### src/design/sla_pkg.sv
`timescale 1ns / 1ps
// ----------------------------------------------------------------------------
// sla_pkg
// Shared types and constants of the segment list allocator.
// ----------------------------------------------------------------------------
package sla_pkg;
   localparam int MaxSegments = 64;
   localparam int AddrWidth   = 32;
   localparam int IdxWidth    = $clog2(MaxSegments + 1);
   localparam int SlotWidth   = $clog2(MaxSegments);
   localparam logic [IdxWidth-1:0] Nil = IdxWidth'(MaxSegments);

   localparam logic [2:0] StOk      = 3'd0;
   localparam logic [2:0] StZero    = 3'd1;
   localparam logic [2:0] StNoSpace = 3'd2;
   localparam logic [2:0] StUnknown = 3'd3;
   localparam logic [2:0] StDouble  = 3'd4;

   localparam logic KindAlloc = 1'b0;
   localparam logic KindFree  = 1'b1;

   localparam logic [1:0] CsrFitPolicy   = 2'd0;
   localparam logic [1:0] CsrHeaderBytes = 2'd1;
   localparam logic [1:0] CsrHeapLimit   = 2'd2;

   typedef struct packed {
      logic [AddrWidth-1:0] start;
      logic [AddrWidth-1:0] length;
      logic [IdxWidth-1:0]  following;
      logic [IdxWidth-1:0]  preceding;
   } seg_entry_type;

   typedef struct packed {
      logic [2:0]           status;
      logic [AddrWidth-1:0] data_address;
      logic [AddrWidth-1:0] free_total;
      logic [AddrWidth-1:0] segment_total;
      logic [AddrWidth-1:0] longest_free;
   } rsp_type;

   typedef struct packed {
      logic                 kind;
      logic [AddrWidth-1:0] request_size;
      logic [AddrWidth-1:0] block_address;
   } req_type;
endpackage

### src/design/sla_seg_ram.sv
`timescale 1ns / 1ps
// ----------------------------------------------------------------------------
// sla_seg_ram
// Segment table memory: one write port, one registered read port.
// ----------------------------------------------------------------------------
module sla_seg_ram import sla_pkg::*; (
   input  logic                 clock,
   input  logic                 wr_en,
   input  logic [SlotWidth-1:0] wr_addr,
   input  seg_entry_type        wr_data,
   input  logic [SlotWidth-1:0] rd_addr,
   output seg_entry_type        rd_data
);
   seg_entry_type mem [MaxSegments];

   always_ff @(posedge clock) begin
      if (wr_en) begin
         mem[wr_addr] <= wr_data;
      end
      rd_data <= mem[rd_addr];
   end
endmodule

### config.mk
export PLATFORM = sky130hd
export DESIGN_NAME = sla_seg_ram
export DESIGN_NICKNAME = d
export VERILOG_FILES = /design/src/design/sla_pkg.sv /design/src/design/sla_seg_ram.sv
export SDC_FILE = /design/constraint.sdc
export NUM_CORES = 2
export LEC_CHECK = 0
export ABC_AREA = 0
export BUFFER_PORTS_ARGS = -buffer_cell sky130_fd_sc_hd__buf_2
export CORE_UTILIZATION = 40
export DETAILED_ROUTE_END_ITERATION = 16
export PLACE_DENSITY = 0.52
export SETUP_SLACK_MARGIN = 0.4
export SLEW_MARGIN = 20
export SYNTH_ARGS = -nofsm -noshare
export SYNTH_HDL_FRONTEND = slang
export SYNTH_MEMORY_MAX_BITS = 65536
export SYNTH_SLANG_ARGS = --single-unit
### constraint.sdc
create_clock -name clock -period 11.8 [get_ports clock]
set_clock_uncertainty 0.2 [all_clocks]
set_input_delay 2.36 -clock clock [delete_from_list [all_inputs] [get_ports clock]]
set_output_delay 2.36 -clock clock [all_outputs]
set_load 0.005 [all_outputs]
# After elaboration in Yosys (flattened, before gate mapping)
# Memories as Yosys holds them, arrays and structs flattened. A register that Yosys moved wholly into a read port is not among the register bits.
# Index checks and enable logic that the tools add are counted.
[totals]
reg_bits = 0
ramBits = 4992
in_bits = 92
out_inout_bits = 78
elab_cells = 3
memories = 1
[memory_table]
columns = ["name", "words", "width", "read_ports", "rd_clocked_by_memory_dff", "write_ports", "line_no", "source"]
rows = [
  ["mem", 64, 78, 1, 1, 1, "sla_seg_ram.sv:14", "seg_entry_type mem [MaxSegments];"],
]
[classes]
mux = 2
[ops]
columns = ["operator", "count"]
rows = [
  ["1-bit two-way mux", 2],
]

# Logic depth before layout (Yosys ltp)
[logic_depth]
ltp_word = 2
depth_mapped = 10
mapped_depth_nobuf = 5

# Worst setup path after synthesis
# OpenSTA, ideal clock, no wires.
[synth_path]
kind = "input port to flip-flop"
from = "in wr_addr[3]"
to = "mem mem[48][0] (netlist name) (enable)"
setup_time_ps = 610
t_arrival_ps = 8171
slack_ps = 2820
stages = 4
n_path_buf = 1
path_cell_list = "clkbuf_1 -> nor2b_1 -> nand4b_1 -> nor3_1"
[synth_rtl]
columns = ["element", "line_no", "source"]
rows = [
  ["start, declared", "sla_seg_ram.sv:9", "input logic [SlotWidth-1:0] wr_addr,"],
  ["end, declared", "sla_seg_ram.sv:14", ""],
]
# No word-level cell before the write port.

==> metrics.txt <==
outcome finished, final reports clean; maximum number of pins on one net before global-route repair 112; start of the worst register-to-register path mem[55][77]; measured slew at the worst slew-check pin 1.24 ns; Detailed Place HPWL around 290000 µm; predominant post-synthesis flop cell edfxtp_1; dominant cells by area after synthesis edfxtp_1, mux4_2, dfxtp_1; post-synthesis cell type with the largest combined area edfxtp_1; type of element launching the critical path input pin; maximum vdd drop 0.158 mV; total die area 480000 µm²; Clock Latency Late Sink ~1.1 ns; clock tree from TritonCTS yes; worst setup path category input pin to flop; share of total power in combinational logic 4.4%; number of global-route vias before repair 94900; detailed router's first-iteration violation count 12500; Placement Rows 253; chip height 693 µm; synthesized netlist cell count 8237; post-DR vias/cell 6.04; share of Yosys cell area claimed by the top area cell type 78.5%; Detailed Route WL 582000 µm; TritonCTS buffer count 537; Post-Route M1 WL 236000 µm; global-route total usage across every layer 24.0%; Resized Gates After CTS 0; Final Hold Fails 0; number of antenna violations at the first check in global routing 53; maximum fanout along the worst path 52; share of total power in the clock network 43.2%; worst-case register-to-register setup slack 9.51 ns; minimum setup slack after placement 5.28 ns; start point of the worst hold path mem[42][60]; Post-Synthesis Net Count between 8000 and 9000; wire length on met2 286000 µm; number of inserted filler cells in the final layout 39200; Max Cap Violations 0; Initial DRT Pass Iterations 6; Placeable Area 475000 µm²; setup ws final between 6 and 7 ns; arrival time of data at the critical path endpoint between 6 and 7 ns; clock period minus final worst setup slack roughly 5.5 ns; Remaining Overflow, GRT 0; Final TNS setup 0 ns; Yosys reg bits 5070; hold buffer count at cts 0; count of unresolved DRC violations after routing 0; worst hold-check path type flop to flop; sw power between 8 and 9 mW; Fmax 182 MHz; Layout area overhead 14.0%; post-route worst hold slack 0.626 ns; number of buffers inserted by port buffering 169; sw frac a little over a fifth; max layer used met5; first element of the critical path rd_addr[2]; cell-by-cell trace of the critical path buf_8 > buf_4 > buf_4 > buf_4 > mux4_2 > mux2i_1 > o22ai_1 > a41oi_1 > nor2_1; final weighted congestion of routability-driven global placement 0.763; headroom to the max-slew limit 17.6%; total power per unit cell area roughly 180 nW/µm²; WP data required 12.55 ns; x dimension of the die 693 µm; met3 routed WL 44600 µm; share of total power in sequential cells 52.4%; Slowest-stage cell, CP buf_4; Layout Nets between 8000 and 9000; post-synthesis average cell area 23.2 µm²; wire length of the first global-routing pass 799000 µm; sequential fraction of the synthesis area approximately 79%; deepest clock path buffer count 4; clock slew at reported path FFs 0.06 ns; starting density of the core 40.2%; P_leak 67.0 nW; library cell appearing most often on the critical path buf_4; io pins 170; buffer count from post-CTS setup fixing 0; share of flip-flops with an asynchronous set or reset 0%; Final period util 46.5%; crit-path max cell delay 0.76 ns; final antenna-violating net count 0; Slew Viols, Final 0; Sinks on Clock Net roughly 5100; internal power 30.0 mW; vias after detailed routing roughly 94000; share of post-route cells with drive strength above 1 between 20% and 30%; CTS root buf clkbuf_16; number of library cell types mapped by synthesis 31; YS warnings 0; number of setup violations in the final report 0; number of H-tree levels 6; endpoint class of the critical path flop; number of flops mapped to enable cells by yosys 4992; post-DR wirelength/cell 37.4 µm; unrepaired setup endpoints after global routing no; netlist area before placement 191000 µm²
[per-stage QoR]
stage | util, % | area, µm² | power, mW | instances
detailed placement | 42.2 | 200000 | 22.1 | 14600
CTS | 45.8 | 217000 | 38.5 | 15500
global route | 45.8 | 218000 | 39.2 | 15500
floorplan | - | 191000 | 21.3 | 8237
finish | 45.8 | 218000 | 38.2 | 15500
global placement | 42.2 | 200000 | 22.1 | 14600
[power by group through the flow]
stage / logic (mW) / clock network [mW] / registers, mW
final: 1.67 / 16.5 / 20.0
after global routing: 1.78 / 17.4 / 20.0
after CTS: 1.69 / 16.7 / 20.0
after detailed placement: 1.69 / 0 / 20.4
after global placement: 1.67 / 0 / 20.4
after floorplan: 0.929 / 0 / 20.4
[path summary, 6_finish.rpt]
path	end	depth (start not counted)
max	rd_data[34]	9
min	rd_data[60]	4
max reg2reg	rd_data[77]	5
min reg2reg	rd_data[60]	4
[sequential cells by signal (all words and copies together), names as in the netlist]
name / count
mem: 4992
rd_data: 78
[worst max-delay path, delay by kind of cell]
family | cells | cell delay, ns
and+or+nand+nor | 1 | 0.09
AOI/OAI and AO/OA | 2 | 0.40
buffers and inverters | 4 | 2.42
muxes | 2 | 0.71
[logic make-up after synthesis]
family / Yosys count / share of synthesized area (%)
AOI/OAI and AO/OA: 441 / 1.67
buffers and inverters: 474 / 1.27
DFF: 5070 / 79.3
muxes: 1404 / 15.5
and+or+nand+nor: 848 / 2.20
[per-layer routing]
metal  up-vias  track usage, %
met5         -               0
met4        18            5.78
met3       894            3.79
met2      4225            39.9
met1     52500            33.4
li1      36300               -
[layout by cell type, fill, tap and decap left out, types with 64 or more instances in the layout]
cell,synthesis,routed
a22oi_1,156,156
buf_2,160,140
buf_4,52,228
clkbuf_1,208,137
clkbuf_16,0,548
clkinv_1,0,91
clkinv_2,0,76
dfxtp_1,78,78
edfxtp_1,4992,4992
mux2i_1,156,156
mux4_2,1248,1248
nand2_1,221,217
nand3_1,213,213
nand4_1,106,106
nor2_4,0,64
o22ai_1,104,104
[synth_stat cells (30+ instances only)]
master / number
buf_2: 160
o221ai_1: 52
edfxtp_1: 4992
nor2_1: 119
buf_4: 52
dfxtp_1: 78
nand2_1: 221
or3_1: 55
o21ai_0: 30
mux2i_1: 156
buf_6: 33
nor2b_1: 34
nand4_1: 106
a41oi_1: 52
o22ai_1: 104
a22oi_1: 156
nand3_1: 213
mux4_2: 1248
clkbuf_1: 208
or2_2: 54
[cell type report]
| class | instances | area (µm²) | share of cell area [%] |
|---|---|---|---|
| Multi-Input combinational cell | 2693 | 37600 | 17.3 |
| Timing Repair Buffer | 424 | 3540 | 1.63 |
| Antenna cell | 13 | 32.5 | 0.0149 |
| Tap cell | 6375 | 7980 | 3.66 |
| Clock inverter | 254 | 2360 | 1.08 |
| Clock buffer | 717 | 14700 | 6.74 |
| Sequential cell | 5070 | 151000 | 69.6 |
No activity file was read; power rests on OpenSTA's default activity.
